$ cat src/sv/dmbx_pkg.sv
package dmbx_pkg;

    // bus access actions
    localparam logic [1:0] ACT_HOST_RD   = 2'd0;
    localparam logic [1:0] ACT_HOST_WR   = 2'd1;
    localparam logic [1:0] ACT_CLIENT_RD = 2'd2;
    localparam logic [1:0] ACT_CLIENT_WR = 2'd3;

    // responses
    localparam logic [1:0] RESP_OK         = 2'd0;
    localparam logic [1:0] RESP_SIZE_ERR   = 2'd1;
    localparam logic [1:0] RESP_DECODE_ERR = 2'd2;

    // memory request codes
    localparam logic [1:0] MEM_NONE = 2'd0;
    localparam logic [1:0] MEM_RD   = 2'd1;
    localparam logic [1:0] MEM_WR   = 2'd2;

    localparam logic [15:0] CAP_ID              = 16'h002E;
    localparam logic [3:0]  CAP_VERSION         = 4'h2;
    localparam logic [31:0] CAP_VALUE           = 32'h0000_2001;
    localparam logic [7:0]  CLIENT_WINDOW_BYTES = 8'h18;
    localparam logic [7:0]  HOST_WINDOW_BYTES   = 8'h24;
    localparam logic [3:0]  HOST_ACCESS_SIZE    = 4'd4;
    localparam logic [31:0] PTR_STEP            = 32'd4;

    // host window register indexes (byte offset / 4)
    localparam logic [5:0] H_CONTROL   = 6'd0;
    localparam logic [5:0] H_STATUS    = 6'd1;
    localparam logic [5:0] H_IN_BASE   = 6'd2;
    localparam logic [5:0] H_IN_LIMIT  = 6'd3;
    localparam logic [5:0] H_IN_WPTR   = 6'd4;
    localparam logic [5:0] H_OUT_BASE  = 6'd5;
    localparam logic [5:0] H_OUT_LIMIT = 6'd6;
    localparam logic [5:0] H_OUT_RPTR  = 6'd7;
    localparam logic [5:0] H_OUT_COUNT = 6'd8;

    // client window register indexes
    localparam logic [5:0] C_CAP_HDR = 6'd0;
    localparam logic [5:0] C_CAP     = 6'd1;
    localparam logic [5:0] C_CONTROL = 6'd2;
    localparam logic [5:0] C_STATUS  = 6'd3;
    localparam logic [5:0] C_WDATA   = 6'd4;
    localparam logic [5:0] C_RDATA   = 6'd5;

    typedef struct packed {
        logic [1:0]  action;
        logic [7:0]  byte_offset;
        logic [3:0]  access_size;
        logic [31:0] write_data;
    } access_t;

    typedef struct packed {
        logic [31:0] read_data;
        logic [1:0]  response;
        logic        data_from_memory;
        logic [1:0]  mem_op;
        logic [31:0] mem_addr;
        logic [31:0] mem_wdata;
        logic        irq_level;
    } result_t;

    // only the live bits of control and status are stored
    typedef struct packed {
        logic async_ie;   // bit 3
        logic int_en;     // bit 1
    } control_t;

    typedef struct packed {
        logic abort;      // bit 31
        logic async_ev;   // bit 3
        logic err;        // bit 2
        logic intr;       // bit 1
        logic busy;       // bit 0
    } status_t;

    function automatic logic [31:0] control_word(control_t c);
        control_word = {28'd0, c.async_ie, 1'b0, c.int_en, 1'b0};
    endfunction

    function automatic logic [31:0] status_word(status_t s);
        status_word = {s.abort, 27'd0, s.async_ev, s.err, s.intr, s.busy};
    endfunction

endpackage

$ cat src/sv/dmbx_access_if.sv
interface dmbx_access_if;
    logic        valid;
    logic        ready;
    logic [1:0]  action;
    logic [7:0]  byte_offset;
    logic [3:0]  access_size;
    logic [31:0] write_data;

    modport source (output valid, output action, output byte_offset, output access_size,
                    output write_data, input ready);
    modport sink   (input valid, input action, input byte_offset, input access_size,
                    input write_data, output ready);
endinterface

$ cat src/sv/dmbx_result_if.sv
interface dmbx_result_if;
    logic        valid;
    logic        ready;
    logic [31:0] read_data;
    logic [1:0]  response;
    logic        data_from_memory;
    logic [1:0]  mem_op;
    logic [31:0] mem_addr;
    logic [31:0] mem_wdata;
    logic        irq_level;

    modport source (output valid, output read_data, output response, output data_from_memory,
                    output mem_op, output mem_addr, output mem_wdata, output irq_level,
                    input ready);
    modport sink   (input valid, input read_data, input response, input data_from_memory,
                    input mem_op, input mem_addr, input mem_wdata, input irq_level,
                    output ready);
endinterface

$ cat src/sv/dmbx_in_stage.sv
module dmbx_in_stage (
    input  logic               clk,
    input  logic               rst_n,
    input  logic               in_valid,
    input  dmbx_pkg::access_t  in_beat,
    output logic               in_ready,
    input  logic               advance,
    output logic               held_valid,
    output dmbx_pkg::access_t  held_beat
);

    logic              valid_reg;
    dmbx_pkg::access_t beat_reg;

    assign in_ready   = !valid_reg || advance;
    assign held_valid = valid_reg;
    assign held_beat  = beat_reg;

    always_ff @(posedge clk or negedge rst_n)
    begin
        if (!rst_n)
        begin
            valid_reg <= 1'b0;
        end
        else if (in_ready)
        begin
            valid_reg <= in_valid;
        end
    end

    always_ff @(posedge clk)
    begin
        if (in_valid && in_ready)
        begin
            beat_reg <= in_beat;
        end
    end

endmodule

$ cat src/sv/dmbx_exec.sv
module dmbx_exec (
    input  logic               clk,
    input  logic               rst_n,
    input  logic               fire,
    input  dmbx_pkg::access_t  acc,
    input  logic               cfg_wr_en,
    input  logic [11:0]        cfg_wr_data,
    output dmbx_pkg::result_t  res
);

    logic [11:0]        cap_ptr_reg;
    dmbx_pkg::control_t ctl_reg,   ctl_next;
    dmbx_pkg::status_t  st_reg,    st_next;
    logic [29:0]        in_base_reg,   in_base_next;
    logic [29:0]        in_limit_reg,  in_limit_next;
    logic [31:0]        in_wptr_reg,   in_wptr_next;
    logic [29:0]        outbox_base_reg, outbox_base_next;
    logic [29:0]        out_limit_reg, out_limit_next;
    logic [31:0]        out_rptr_reg,  out_rptr_next;
    logic [9:0]         count_reg,     count_next;
    logic               irq_reg,       irq_next;

    logic [5:0]  idx;
    logic [31:0] v;
    logic        count_nz;
    logic [31:0] host_rdata;
    logic [31:0] st_word;

    assign idx      = acc.byte_offset[7:2];
    assign v        = acc.write_data;
    assign count_nz = (count_reg != 10'd0);
    assign st_word  = dmbx_pkg::status_word(st_reg);

    // host window read mux
    always_comb
    begin
        unique case (idx)
            dmbx_pkg::H_CONTROL:   host_rdata = dmbx_pkg::control_word(ctl_reg);
            dmbx_pkg::H_STATUS:    host_rdata = st_word;
            dmbx_pkg::H_IN_BASE:   host_rdata = {in_base_reg, 2'b00};
            dmbx_pkg::H_IN_LIMIT:  host_rdata = {in_limit_reg, 2'b00};
            dmbx_pkg::H_IN_WPTR:   host_rdata = in_wptr_reg;
            dmbx_pkg::H_OUT_BASE:  host_rdata = {outbox_base_reg, 2'b00};
            dmbx_pkg::H_OUT_LIMIT: host_rdata = {out_limit_reg, 2'b00};
            dmbx_pkg::H_OUT_RPTR:  host_rdata = out_rptr_reg;
            dmbx_pkg::H_OUT_COUNT: host_rdata = {22'd0, count_reg};
            default:               host_rdata = 32'd0;
        endcase
    end

    always_comb
    begin
        ctl_next         = ctl_reg;
        st_next          = st_reg;
        in_base_next     = in_base_reg;
        in_limit_next    = in_limit_reg;
        in_wptr_next     = in_wptr_reg;
        outbox_base_next = outbox_base_reg;
        out_limit_next   = out_limit_reg;
        out_rptr_next    = out_rptr_reg;
        count_next       = count_reg;
        irq_next         = irq_reg;

        res.read_data        = 32'd0;
        res.response         = dmbx_pkg::RESP_OK;
        res.data_from_memory = 1'b0;
        res.mem_op           = dmbx_pkg::MEM_NONE;
        res.mem_addr         = 32'd0;
        res.mem_wdata        = 32'd0;

        case (acc.action) inside
            dmbx_pkg::ACT_HOST_RD, dmbx_pkg::ACT_HOST_WR:
            begin
                if (acc.access_size != dmbx_pkg::HOST_ACCESS_SIZE ||
                    acc.byte_offset[1:0] != 2'b00)
                begin
                    res.response = dmbx_pkg::RESP_SIZE_ERR;
                end
                else if (acc.byte_offset >= dmbx_pkg::HOST_WINDOW_BYTES)
                begin
                    res.response = dmbx_pkg::RESP_DECODE_ERR;
                end
                else if (acc.action == dmbx_pkg::ACT_HOST_RD)
                begin
                    res.read_data = host_rdata;
                end
                else
                begin
                    unique case (idx)
                        dmbx_pkg::H_CONTROL:
                        begin
                            ctl_next.async_ie = v[3];
                            ctl_next.int_en   = v[1];
                        end
                        dmbx_pkg::H_STATUS:
                        begin
                            st_next.abort    = v[31];
                            st_next.async_ev = v[3];
                            st_next.err      = v[2];
                            st_next.intr     = v[1];
                            st_next.busy     = v[0];
                            // neither abort nor busy left: interrupt drops
                            if (!v[31] && !v[0])
                            begin
                                irq_next = 1'b0;
                            end
                        end
                        dmbx_pkg::H_IN_BASE:   in_base_next     = v[31:2];
                        dmbx_pkg::H_IN_LIMIT:  in_limit_next    = v[31:2];
                        dmbx_pkg::H_IN_WPTR:   in_wptr_next     = v;
                        dmbx_pkg::H_OUT_BASE:  outbox_base_next = v[31:2];
                        dmbx_pkg::H_OUT_LIMIT: out_limit_next   = v[31:2];
                        dmbx_pkg::H_OUT_RPTR:  out_rptr_next    = v;
                        dmbx_pkg::H_OUT_COUNT: count_next       = v[9:0];
                        default:               ;
                    endcase
                end
            end

            default:
            begin
                if (acc.byte_offset >= dmbx_pkg::CLIENT_WINDOW_BYTES)
                begin
                    res.response = dmbx_pkg::RESP_DECODE_ERR;
                end
                else if (acc.action == dmbx_pkg::ACT_CLIENT_RD)
                begin
                    unique case (idx)
                        dmbx_pkg::C_CAP_HDR:
                            res.read_data = {cap_ptr_reg, dmbx_pkg::CAP_VERSION,
                                             dmbx_pkg::CAP_ID};
                        dmbx_pkg::C_CAP:
                            res.read_data = dmbx_pkg::CAP_VALUE;
                        dmbx_pkg::C_CONTROL:
                            res.read_data = dmbx_pkg::control_word(ctl_reg);
                        dmbx_pkg::C_STATUS:
                            res.read_data = {count_nz, st_word[30:0]};
                        dmbx_pkg::C_RDATA:
                        begin
                            if (count_nz)
                            begin
                                res.data_from_memory = 1'b1;
                                res.mem_op           = dmbx_pkg::MEM_RD;
                                res.mem_addr         = out_rptr_reg;
                            end
                        end
                        default: ;
                    endcase
                end
                else
                begin
                    unique case (idx)
                        dmbx_pkg::C_CONTROL:
                        begin
                            if (v[0])
                            begin
                                in_wptr_next = {in_base_reg, 2'b00};
                                if (st_reg.busy || st_reg.err || count_nz)
                                begin
                                    st_next.abort = 1'b1;
                                    irq_next      = 1'b1;
                                end
                            end
                            else if (v[31] && !st_reg.abort && !st_reg.busy && !st_reg.err)
                            begin
                                st_next.busy = 1'b1;
                                irq_next     = 1'b1;
                            end
                            ctl_next.async_ie = ctl_reg.async_ie | v[3];
                            ctl_next.int_en   = ctl_reg.int_en | v[1];
                        end
                        dmbx_pkg::C_STATUS:
                        begin
                            st_next.intr     = st_reg.intr & ~v[1];
                            st_next.async_ev = st_reg.async_ev & ~v[3];
                        end
                        dmbx_pkg::C_WDATA:
                        begin
                            if (!st_reg.busy && in_wptr_reg < {in_limit_reg, 2'b00})
                            begin
                                res.mem_op    = dmbx_pkg::MEM_WR;
                                res.mem_addr  = in_wptr_reg;
                                res.mem_wdata = v;
                                in_wptr_next  = in_wptr_reg + dmbx_pkg::PTR_STEP;
                            end
                        end
                        dmbx_pkg::C_RDATA:
                        begin
                            if (count_nz)
                            begin
                                out_rptr_next = out_rptr_reg + dmbx_pkg::PTR_STEP;
                                count_next    = count_reg - 10'd1;
                            end
                        end
                        default: ;
                    endcase
                end
            end
        endcase

        res.irq_level = irq_next;
    end

    always_ff @(posedge clk or negedge rst_n)
    begin
        if (!rst_n)
        begin
            cap_ptr_reg <= '0;
        end
        else if (cfg_wr_en)
        begin
            cap_ptr_reg <= cfg_wr_data;
        end
    end

    always_ff @(posedge clk or negedge rst_n)
    begin
        if (!rst_n)
        begin
            ctl_reg         <= '0;
            st_reg          <= '0;
            in_base_reg     <= '0;
            in_limit_reg    <= '0;
            in_wptr_reg     <= '0;
            outbox_base_reg <= '0;
            out_limit_reg   <= '0;
            out_rptr_reg    <= '0;
            count_reg       <= '0;
            irq_reg         <= 1'b0;
        end
        else if (fire)
        begin
            ctl_reg         <= ctl_next;
            st_reg          <= st_next;
            in_base_reg     <= in_base_next;
            in_limit_reg    <= in_limit_next;
            in_wptr_reg     <= in_wptr_next;
            outbox_base_reg <= outbox_base_next;
            out_limit_reg   <= out_limit_next;
            out_rptr_reg    <= out_rptr_next;
            count_reg       <= count_next;
            irq_reg         <= irq_next;
        end
    end

endmodule

$ cat src/sv/dmbx_out_stage.sv
module dmbx_out_stage (
    input  logic               clk,
    input  logic               rst_n,
    input  logic               load,
    input  dmbx_pkg::result_t  res_in,
    output logic               can_load,
    output logic               out_valid,
    input  logic               out_ready,
    output dmbx_pkg::result_t  res_out
);

    logic              valid_reg;
    dmbx_pkg::result_t res_reg;

    assign can_load  = !valid_reg || out_ready;
    assign out_valid = valid_reg;
    assign res_out   = res_reg;

    always_ff @(posedge clk or negedge rst_n)
    begin
        if (!rst_n)
        begin
            valid_reg <= 1'b0;
        end
        else if (can_load)
        begin
            valid_reg <= load;
        end
    end

    always_ff @(posedge clk)
    begin
        if (load)
        begin
            res_reg <= res_in;
        end
    end

endmodule

$ cat src/sv/doe_mailbox_registers_core.sv
// Mailbox register block for data object exchange. Each beat on bus is one
// 32-bit register access, on the host window (action 0 read, 1 write) or the
// client window (2 read, 3 write), and yields exactly one beat on reply with
// the read data, response code, any memory request for mailbox data and the
// host interrupt level after the access. Accesses flow through an input
// register, one pass of decode and update logic, and an output register: one
// beat per clock is sustained while reply is not stalled, and reply is driven
// straight from the output register. Register state is updated as the beat
// leaves the input register, so back-to-back accesses always see the effect
// of the one before. A stalled reply holds both registers; bus.ready falls
// only when both are full. cfg_wr_en/cfg_wr_data set the next capability
// pointer shown in the client capability header; write it only while idle.
module doe_mailbox_registers_core (
    input  logic                 clk,
    input  logic                 rst_n,
    dmbx_access_if.sink          bus,
    dmbx_result_if.source        reply,
    input  logic                 cfg_wr_en,
    input  logic [11:0]          cfg_wr_data
);

    dmbx_pkg::access_t in_beat;
    dmbx_pkg::access_t held_beat;
    dmbx_pkg::result_t exec_res;
    dmbx_pkg::result_t out_res;
    logic              held_valid;
    logic              can_load;
    logic              fire;

    assign in_beat.action      = bus.action;
    assign in_beat.byte_offset = bus.byte_offset;
    assign in_beat.access_size = bus.access_size;
    assign in_beat.write_data  = bus.write_data;

    // an access is executed when it sits in the input register and the
    // output register is free or being drained this cycle
    assign fire = held_valid && can_load;

    dmbx_in_stage u_in_stage (
        .clk        (clk),
        .rst_n      (rst_n),
        .in_valid   (bus.valid),
        .in_beat    (in_beat),
        .in_ready   (bus.ready),
        .advance    (can_load),
        .held_valid (held_valid),
        .held_beat  (held_beat)
    );

    dmbx_exec u_exec (
        .clk         (clk),
        .rst_n       (rst_n),
        .fire        (fire),
        .acc         (held_beat),
        .cfg_wr_en   (cfg_wr_en),
        .cfg_wr_data (cfg_wr_data),
        .res         (exec_res)
    );

    dmbx_out_stage u_out_stage (
        .clk       (clk),
        .rst_n     (rst_n),
        .load      (fire),
        .res_in    (exec_res),
        .can_load  (can_load),
        .out_valid (reply.valid),
        .out_ready (reply.ready),
        .res_out   (out_res)
    );

    assign reply.read_data        = out_res.read_data;
    assign reply.response         = out_res.response;
    assign reply.data_from_memory = out_res.data_from_memory;
    assign reply.mem_op           = out_res.mem_op;
    assign reply.mem_addr         = out_res.mem_addr;
    assign reply.mem_wdata        = out_res.mem_wdata;
    assign reply.irq_level        = out_res.irq_level;

endmodule
$ cat src/flat_wrapper.sv
// flat-port wrapper written by rule: the top's interface ports become plain ports
module doe_mailbox_registers_core_flat 
  (clk, rst_n, cfg_wr_en, cfg_wr_data, bus_valid, bus_action, bus_byte_offset, bus_access_size, bus_write_data, bus_ready, reply_valid, reply_read_data, reply_response, reply_data_from_memory, reply_mem_op, reply_mem_addr, reply_mem_wdata, reply_irq_level, reply_ready);
  dmbx_access_if bus_i ();
  dmbx_result_if reply_i ();
  input  logic clk;
  input  logic rst_n;
  input  logic cfg_wr_en;
  input  logic [11:0] cfg_wr_data;
  input wire logic [$bits(bus_i.valid)-1:0] bus_valid;
  input wire logic [$bits(bus_i.action)-1:0] bus_action;
  input wire logic [$bits(bus_i.byte_offset)-1:0] bus_byte_offset;
  input wire logic [$bits(bus_i.access_size)-1:0] bus_access_size;
  input wire logic [$bits(bus_i.write_data)-1:0] bus_write_data;
  output wire logic [$bits(bus_i.ready)-1:0] bus_ready;
  output wire logic [$bits(reply_i.valid)-1:0] reply_valid;
  output wire logic [$bits(reply_i.read_data)-1:0] reply_read_data;
  output wire logic [$bits(reply_i.response)-1:0] reply_response;
  output wire logic [$bits(reply_i.data_from_memory)-1:0] reply_data_from_memory;
  output wire logic [$bits(reply_i.mem_op)-1:0] reply_mem_op;
  output wire logic [$bits(reply_i.mem_addr)-1:0] reply_mem_addr;
  output wire logic [$bits(reply_i.mem_wdata)-1:0] reply_mem_wdata;
  output wire logic [$bits(reply_i.irq_level)-1:0] reply_irq_level;
  input wire logic [$bits(reply_i.ready)-1:0] reply_ready;
  assign bus_i.valid = bus_valid;
  assign bus_i.action = bus_action;
  assign bus_i.byte_offset = bus_byte_offset;
  assign bus_i.access_size = bus_access_size;
  assign bus_i.write_data = bus_write_data;
  assign bus_ready = bus_i.ready;
  assign reply_valid = reply_i.valid;
  assign reply_read_data = reply_i.read_data;
  assign reply_response = reply_i.response;
  assign reply_data_from_memory = reply_i.data_from_memory;
  assign reply_mem_op = reply_i.mem_op;
  assign reply_mem_addr = reply_i.mem_addr;
  assign reply_mem_wdata = reply_i.mem_wdata;
  assign reply_irq_level = reply_i.irq_level;
  assign reply_i.ready = reply_ready;
  doe_mailbox_registers_core u_core (.clk(clk), .rst_n(rst_n), .bus(bus_i), .reply(reply_i), .cfg_wr_en(cfg_wr_en), .cfg_wr_data(cfg_wr_data));
endmodule
$ cat config.mk
export PLATFORM = sky130hd
export DESIGN_NAME = doe_mailbox_registers_core_flat
export DESIGN_NICKNAME = d
export VERILOG_FILES = /design/src/sv/dmbx_pkg.sv /design/src/sv/dmbx_access_if.sv /design/src/sv/dmbx_result_if.sv /design/src/sv/dmbx_in_stage.sv /design/src/sv/dmbx_exec.sv /design/src/sv/dmbx_out_stage.sv /design/src/sv/doe_mailbox_registers_core.sv /design/src/flat_wrapper.sv
export SDC_FILE = /design/constraint.sdc
export NUM_CORES = 1
export LEC_CHECK = 0
export ABC_AREA = 1
export BUFFER_PORTS_ARGS = -buffer_cell sky130_fd_sc_hd__buf_2
export CAP_MARGIN = 5
export CORE_ASPECT_RATIO = 1.4
export CORE_MARGIN = 3
export CORE_UTILIZATION = 60
export CTS_BUF_LIST = sky130_fd_sc_hd__clkbuf_4 sky130_fd_sc_hd__clkbuf_8
export DETAILED_ROUTE_END_ITERATION = 8
export PLACE_DENSITY = 0.8
export RECOVER_POWER = 50
export REMOVE_ABC_BUFFERS = 1
export SLEW_MARGIN = 20
export SYNTH_ARGS = -nofsm -noshare
export SYNTH_HDL_FRONTEND = slang
export SYNTH_SLANG_ARGS = --single-unit
$ cat constraint.sdc
create_clock -name clk -period 9.65 [get_ports clk]
set_clock_uncertainty 0.05 [all_clocks]
set_input_delay 0 -clock clk [delete_from_list [all_inputs] [get_ports clk]]
set_output_delay 0 -clock clk [all_outputs]
set_load 0.01 [all_outputs]
# [After elaboration in Yosys (flattened, before gate mapping)]
# Cells that the tools add are included.
[totals] ff_bits=364 input_bits=63 output_inout_bits=104 word_cells=201
[classes] add_sub_neg=3 magnitude_cmp=3 eq_ne=24 n_mux=82 n_bitwise=13 n_reduce_logical=47
[op_table] operator="$mux 32" n=23
[op_table] operator="$pmux 32 s9" n=1
[op_table] operator="$mux 66" n=2
[op_table] operator="$pmux 32 s4" n=1
[op_table] operator="$mux 34" n=3
[op_table] operator="$mux 10" n=9
[op_table] operator="$add 32x3->32 const B" n=2
[op_table] operator="$pmux 32 s2" n=1
[op_table] operator="$mux 35" n=1
[op_table] operator="$mux 2" n=17
[op_table] operator="$lt 32x32->1" n=1
[op_table] operator="$reduce_and 10->1" n=3
[op_table] operator="$reduce_and 6->1" n=5
[op_table] operator="$eq 6x3->1 const B" n=4
[op_table] operator="$mux 1" n=20
[op_table] operator="$mux 5" n=4
[op_table] operator="$reduce_and 9->1" n=2
[op_table] operator="$reduce_bool 2->1" n=9
[op_table] operator="$reduce_and 8->1" n=2
[op_table] operator="$ne 2x1->1 const B" n=7
[op_table] operator="$eq 6x2->1 const B" n=2
[op_table] operator="$reduce_bool 10->1" n=1
[op_table] operator="$sub 10x1->10 const B" n=1
[op_table] operator="$not 1->1" n=9
[op_table] operator="other kinds (21)" n=42

# [Depth between registers and ports, before layout]
# Gate-level depths: netlist of run 1.
[logic_depth] ltp_word=10 depth_mapped=15 depth_no_buf=14

# [Hierarchy]
# Synthesis of run 1 repeated with hierarchy kept, for this count alone.
[hier_totals] hier_cells=2362 hier_area_um2=18992.0
[modules_own_cells] mod="dmbx_exec" n_inst=1 cells_per_inst=2201 area_per_inst_um2=14450.1 seq_area_each_um2=5355.1
[modules_own_cells] mod="dmbx_out_stage" n_inst=1 cells_per_inst=107 area_per_inst_um2=3108.0 seq_area_each_um2=3088.0
[modules_own_cells] mod="dmbx_in_stage" n_inst=1 cells_per_inst=52 area_per_inst_um2=1426.4 seq_area_each_um2=1406.3
[modules_own_cells] mod="doe_mailbox_registers_core" n_inst=1 cells_per_inst=2 area_per_inst_um2=7.5 seq_area_each_um2=0.0

# [Worst setup path before layout of run 1]
# No wires, ideal clock.
[synth_path] path_type="register to register" from="reg u_core.u_out_stage.valid_reg, in the netlist u_core.u_out_stage.out_valid" to="reg u_core.u_exec.in_wptr_reg[26]" setup_ps=116 arrival_time_ps=3648 t_required_ps=9484 path_slack_ps=5836 stages_incl_launch_ff=12 path_buffers=1 period_less_slack_ps=3814 path_cell_list="dfrtp_1 > nand2_1 > nand2_1 > inv_1 > nand2_1 > nor2_2 > nand2_2 > inv_1 > nand2_2 > buf_4 > nand2_1 > nand2_1"
[synth_via] elab_chain_cells=4
[synth_lines] element="start, declared" line_no="dmbx_out_stage.sv:12" text="logic valid_reg;"
[synth_lines] element="start signal, assigned" line_no="dmbx_out_stage.sv:27" text="valid_reg <= load;"
[synth_lines] element="$logic_not 1->1" line_no="dmbx_out_stage.sv:15" text="assign can_load = !valid_reg || out_ready;"
[synth_lines] element="$logic_or 1x1->1" line_no="dmbx_out_stage.sv:15"
[synth_lines] element="$logic_and 1x1->1" line_no="doe_mailbox_registers_core.sv:37" text="assign fire = held_valid && can_load;"
[synth_lines] element="via u_core.fire" line_no="doe_mailbox_registers_core.sv:28" text="logic fire;"
[synth_lines] element="$reduce_and 10->1 (no source line)"
[synth_lines] element="end signal, assigned" line_no="dmbx_exec.sv:237" text="in_wptr_reg <= in_wptr_next;"
[synth_lines] element="end, declared" line_no="dmbx_exec.sv:16" text="logic [31:0] in_wptr_reg, in_wptr_next;"
# The timed path passes the listed nets, and every way through them passes these cells.
# A chain may end at the register's enable or synchronous reset.

==> out/metrics.csv, run 1 <==
stage;metric;value;unit
die;num ports;167;
worst_setup_path;Critical Path AT;4.62;ns
final_layout;most frequent cells in the layout;nand2_1 (811), inv_1 (231), dfrtp_1 (216);
final_layout;commonest non-fill, non-tap cell in the layout;nand2_1;
power;Overall Power;3.65;mW
grt;initial antenna violation count;1;
grt;gr usage total;0.358;
clock_tree;clk sinks;363;
clock_tree;Root Driver;clkbuf_8;
timing;Slew Limit Headroom;-2.86;
yosys;number of flops mapped to enable cells by yosys;147;
grt;largest net degree at the start of global routing;99;
final_layout;Layout Utilization;0.704;
yosys;Yosys cell types;52;
routing;routed wire length;60.8;mm
routing;initial drt markers;1589;
power;peak supply drop;0.144;mV
run_status;failing checks;capacitance limit, slew limit;
worst_setup_path;WP data required;8.92;ns
die;Chip Width;156;um
placement;DP Area;19900;um^2
yosys;sequential-to-total area share from yosys stat;0.516;
routing;wire per inst;20.2;um
run;max-cap viol count;2;
clock_tree;CTS Buffer Depth;3;
worst_setup_path;delay-heaviest family, CP;buffers and inverters;
clock_tree;H-tree levels;2;
power;pwr dens;167;nW/um^2
timing;max-slew violation count;146;
routing;Antenna Violating Nets Remaining;0;
worst_setup_path;kind of end point of the critical path;async pin;
yosys;asr flop ratio synth;0.595;
yosys;ys flop type;dfrtp_1;
routing;routed vias;17500;
worst_setup_path;critical path fanouts, max;98;
worst_setup_path;CP Class;in2async;
final_layout;share of cells above drive strength 1;0.0842;
final_layout;layout filler cell count;2523;
worst_setup_path;startpoint types;input port;
final_layout;area grow syn2layout;14.7;%
yosys;synthesized flop and latch total;363;
routing;TritonRoute pass-1 iters;6;
timing;setup tns final;0;ns
worst_setup_path;slowest CP cell;clkbuf_1;
placement;Post-Place Cells;2827;
worst_setup_path;Buf/Inv on CP;2;
timing;final hold vios;0;
final_layout;fin nets;2674;
placement;Detailed Place HPWL;39.5;mm
final_layout;max reg flops;101;
timing;Tcrit/Tclk final;0.555;
placement;PortBufs;166;
hold_path;worst min path class;in2reg;
placement;GPL Wtd Cong;0.994;
timing;count of final setup violators;0;
worst_setup_path;CP Cell Sequence;dlygate4sd3_1 > clkbuf_1;
worst_setup_path;crit-path max cell delay;4.01;ns
run_status;status;finished, violations left;
timing;Tmin final;5.36;ns
final_layout;Design Area, Final;21800;um^2
clock_tree;worst skew pair latency;0.62;ns
die;Die Area;33900;um^2
die;Die Ht;217;um
die;# rows;76;
clock_tree;clk slew on worst S/H paths;0.06;ns
grt;vias in the first global route;17600;
timing;worst-margin pin slew;5.79;ns
clock_tree;CTS Buf Count;54;
yosys;synth warn;0;
die;Initial Util;0.614;
final_layout;post-route insts no fill;3015;
grt;first-pass GRT wire length;94.1;mm
yosys;Synth Instances;2357;
timing;RSZ-0062 raised after global routing;no;
clock_tree;CTS tree;built;
yosys;Post-Syn Area;19000;um^2
routing;vias per inst;5.80;
grt;remaining global-route overflow;0;
clock_tree;post-cts resize count;0;
yosys;Mapped Avg Cell Area;8.07;um^2
power;Leak;9.46;nW
timing;FMAX;0.187;GHz
routing;DRC;0;
die;Core Region;31000;um^2
## path summary, 6_finish.rpt
check,start,endpoint,slack (ns),cells past startpoint
setup / recovery,rst_n,u_core.u_exec.out_limit_reg[14],4.29,2
hold / removal,bus_write_data[0],u_core.u_in_stage.held_beat[0],0.04,2
setup reg to reg,u_core.u_in_stage.held_beat[45],u_core.u_exec.out_rptr_reg[24],5.69,10
hold reg to reg,u_core.u_exec.irq_reg,u_core.u_exec.irq_reg,0.43,2
max in group clk,u_core.u_in_stage.held_beat[45],u_core.u_exec.out_rptr_reg[24],5.69,10
min in group asynchronous,rst_n,u_core.u_exec.cap_ptr_reg[3],2.03,2
## repair_timing
item,CTS,global route
hold buffers,86,0
endpoints found under the hold margin,157,0
buffers inserted,0,0
## report_power, final
part | leakage [nW] | switching [mW] | internal, mW | total, mW
clock | 0.614 | 0.615 | 0.726 | 1.34
sequential | 4.42 | 0.0880 | 1.73 | 1.82
combinational | 4.42 | 0.342 | 0.148 | 0.490
## metrics by stage
step	hold slack (ns)	worst slack, ns
CTS	0.00908	5.82
floorplan	-0.346	5.48
detailed placement	0.109	5.85
global route	0.0341	3.50
global placement	0.108	5.96
finish	0.0397	4.29
## cell type report
| type | count | area (um^2) | area share |
|---|---|---|---|
| diodes | 1 | 2.50 | 0.000115 |
| clock inverters | 24 | 186 | 0.00855 |
| clock buffers | 77 | 966 | 0.0443 |
| inverters | 242 | 922 | 0.0423 |
| repair buffers | 268 | 1670 | 0.0768 |
| well taps | 390 | 488 | 0.0224 |
| flip-flops and latches | 363 | 9820 | 0.450 |
| multi-input cells | 1650 | 7750 | 0.355 |
## layer usage
layer  track usage  part of all wire  vias up  wire length, um
li1              -                 -     8110                -
met1         0.425              0.37     8210            22700
met2         0.605              0.49      889            29700
met3        0.0573             0.069      264             4210
met4         0.218             0.070        0             4270
met5             0                 0        -                0
## Yosys cell counts (4+ instances only)
cell type / count / share of area
nand2_1: 811 / 0.16
inv_1: 233 / 0.046
dfrtp_1: 216 / 0.28
nor2_1: 208 / 0.041
edfxtp_1: 147 / 0.23
o21ai_0: 146 / 0.038
a21oi_1: 112 / 0.029
o21ai_1: 83 / 0.022
nand3_1: 61 / 0.016
buf_2: 49 / 0.013
nand4_1: 45 / 0.015
clkbuf_1: 34 / 0.0067
ha_1: 32 / 0.021
nor3_1: 29 / 0.0076
xor2_1: 24 / 0.011
o22ai_1: 14 / 0.0046
buf_6: 10 / 0.0059
o21ai_2: 10 / 0.0046
nor2_4: 8 / 0.0047
o211ai_1: 7 / 0.0028
o221ai_1: 7 / 0.0032
a31oi_1: 5 / 0.0016
buf_4: 5 / 0.0020
inv_2: 5 / 0.00099
nand2_2: 5 / 0.0016
nor2_2: 5 / 0.0016
a211oi_1: 4 / 0.0016
## cells by family (layout without fill, tap and decap cells)
kind of cell | after synthesis | after routing | share of synthesized area
buffers and inverters | 344 | 611 | 0.0775
AO/OA/AOI/OAI | 406 | 406 | 0.116
XOR/XNOR | 25 | 25 | 0.0115
adder cells (fa/ha/maj) | 32 | 32 | 0.0211
other | 0 | 1 | 0
AND/OR/NAND/NOR | 1186 | 1186 | 0.257
flip-flops | 363 | 363 | 0.516
multiplexers | 1 | 1 | 0.000592
## worst reg2reg max path: cells and delay by family, from the launching register on
kind | cells | cell delay, ns
simple gates | 5 | 1.15
flops | 1 | 0.36
compound gates | 1 | 0.28
buf+inv | 4 | 2.05
Power figures use the tool's default switching activity.
==> inputs of run 2 (changes only) <==
CORE_UTILIZATION = 56   (was 60)
PLACE_DENSITY = 0.79   (was 0.8)
clock period = 4.45 ns   (was 9.65 ns; I/O delays follow)
==> out/metrics.csv, run 2 (synthesized netlist as in run 1, its figures left out) <==
stage;metric;value;unit
run_status;status;finished, violations left;
run_status;failing checks;capacitance limit, slew limit;
placement;Detailed Place HPWL;40.5;mm
worst_setup_path;WP data required;4.56;ns
grt;largest net degree at the start of global routing;119;
power;pwr dens;358;nW/um^2
power;peak supply drop;0.264;mV
final_layout;fin nets;2683;
timing;worst-margin pin slew;3.28;ns
power;P_sw;2.30;mW
timing;setup tns final;0;ns
timing;count of final setup violators;0;
die;# rows;79;
die;Die Ht;224;um
routing;Antenna Violating Nets Remaining;0;
die;num ports;167;
worst_setup_path;kind of end point of the critical path;flop;
final_layout;commonest non-fill, non-tap cell in the layout;nand2_1;
die;Core Region;33400;um^2
final_layout;share of cells above drive strength 1;0.0862;
hold_path;hold depth;2;
hold_path;end of the worst hold path;u_core.u_in_stage.held_beat[40];
final_layout;layout filler cell count;2912;
timing;Tmin final;3.54;ns
grt;gr usage total;0.344;
clock_tree;clk sinks;363;
die;Initial Util;0.569;
routing;DRC;0;
final_layout;Layout Utilization;0.656;
routing;initial drt markers;1968;
clock_tree;CTS Buffer Depth;3;
hold_path;min-delay src;bus_byte_offset[4];
run;max-cap viol count;2;
grt;remaining global-route overflow;0;
clock_tree;CTS tree;built;
clock_tree;Root Driver;clkbuf_8;
hold_path;worst min path class;in2reg;
grt;first-pass GRT wire length;96.3;mm
worst_setup_path;Worst R2R Start;u_core.u_out_stage.out_valid;
timing;max-slew violation count;146;
routing;wire per inst;20.3;um
worst_setup_path;startpoint types;flop;
power;Net Sw Frac;0.293;
worst_setup_path;critical path fanouts, max;46;
worst_setup_path;Worst R2R Path Depth;4;
clock_tree;CTS Buf Count;56;
power;Int Pwr;5.55;mW
clock_tree;number of buffers added for setup after CTS;0;
placement;PortBufs;166;
clock_tree;post-cts resize count;0;
power;Leak;9.48;nW
timing;FMAX;0.283;GHz
final_layout;n_diodes;0;
routing;TritonRoute pass-1 iters;5;
final_layout;max reg flops;101;
timing;Tcrit/Tclk final;0.795;
worst_setup_path;Critical Path AT;3.64;ns
power;Clock power frac;0.360;
routing;routed vias;17600;
final_layout;most frequent cells in the layout;nand2_1 (811), inv_1 (231), dfrtp_1 (216);
grt;initial antenna violation count;0;
timing;Slew Limit Headroom;-1.19;
timing;final hold vios;0;
routing;vias per inst;5.73;
die;Die Area;36200;um^2
power;Flop pwr share;0.501;
clock_tree;H-tree levels;2;
worst_setup_path;Critical Path Start;u_core.u_out_stage.out_valid;
timing;RSZ-0062 raised after global routing;no;
clock_tree;worst skew pair latency;0.63;ns
clock_tree;hold_buf cts;88;
routing;routed wire length;62.4;mm
placement;GPL Wtd Cong;0.989;
clock_tree;clk slew on worst S/H paths;0.06;ns
worst_setup_path;register-to-register path setup slack;0.91;ns
worst_setup_path;CP Class;reg2reg;
die;Chip Width;162;um
grt;vias in the first global route;17600;
placement;Post-Place Cells;2887;
final_layout;post-route insts no fill;3078;
worst_setup_path;RR Endpoint;u_core.u_in_stage.held_beat[13];
power;Comb pwr share;0.139;
final_layout;area grow syn2layout;15.2;%
==> run 2: cell type report <==
type,instances,area (um^2),share of cell area
Clock buffer,79,975,0.0445
Multi-Input combinational cell,1650,7750,0.354
Tap cell,445,557,0.0254
Timing Repair Buffer,275,1740,0.0796
Sequential cell,363,9820,0.448
Clock inverter,24,141,0.00645
Inverter,242,922,0.0421
==> run 2: through the flow <==
| stage | total power, mW | hold slack, ns | area, um^2 | worst slack, ns |
|---|---|---|---|---|
| 2_1_floorplan | 4.55 | -0.346 | 18500 | 0.284 |
| 3_3_place_gp | 4.98 | 0.108 | 20100 | 1.16 |
| 3_5_place_dp | 5.01 | 0.113 | 20100 | 1.04 |
| 4_1_cts | 7.85 | 0.00208 | 22100 | 1.00 |
| 5_1_grt | 8.14 | 0.00725 | 21900 | 0.696 |
| 6_report | 7.84 | 0.0256 | 21900 | 0.914 |
==> run 2: worst max-delay path, stage by stage (launching register included) <==
cell and delay, ns:
dfrtp_1 0.39, nand3_1 0.13, nand2_1 0.09, clkinv_1 0.05, clkbuf_1 2.31
==> run 2: per-layer routing <==
layer	GRT usage	vias up	routed length, um
met3	0.0522	267	4580
met4	0.229	0	4710
met1	0.415	8278	22700
met2	0.573	941	30400
li1	-	8144	-
met5	0	-	0
==> run 2: how the worst max path moves through the flow <==
stage                                                 end  cells after the start
after floorplan            u_core.u_out_stage.res_out[33]                      6
after global placement     u_core.u_exec.out_rptr_reg[20]                     10
after detailed placement   u_core.u_exec.out_rptr_reg[23]                     10
after CTS                  u_core.u_exec.out_rptr_reg[23]                     10
after global routing      u_core.u_in_stage.held_beat[14]                      4
final                     u_core.u_in_stage.held_beat[13]                      4
==> run 2: power groups by stage <==
| stage | sequential, mW | combinational, mW | clock [mW] |
|---|---|---|---|
| 2_1_floorplan | 4.01 | 0.540 | 0 |
| 3_3_place_gp | 3.97 | 1.01 | 0 |
| 3_5_place_dp | 3.98 | 1.03 | 0 |
| 4_1_cts | 3.91 | 1.10 | 2.84 |
| 5_1_grt | 3.95 | 1.19 | 2.99 |
| 6_report | 3.93 | 1.09 | 2.82 |
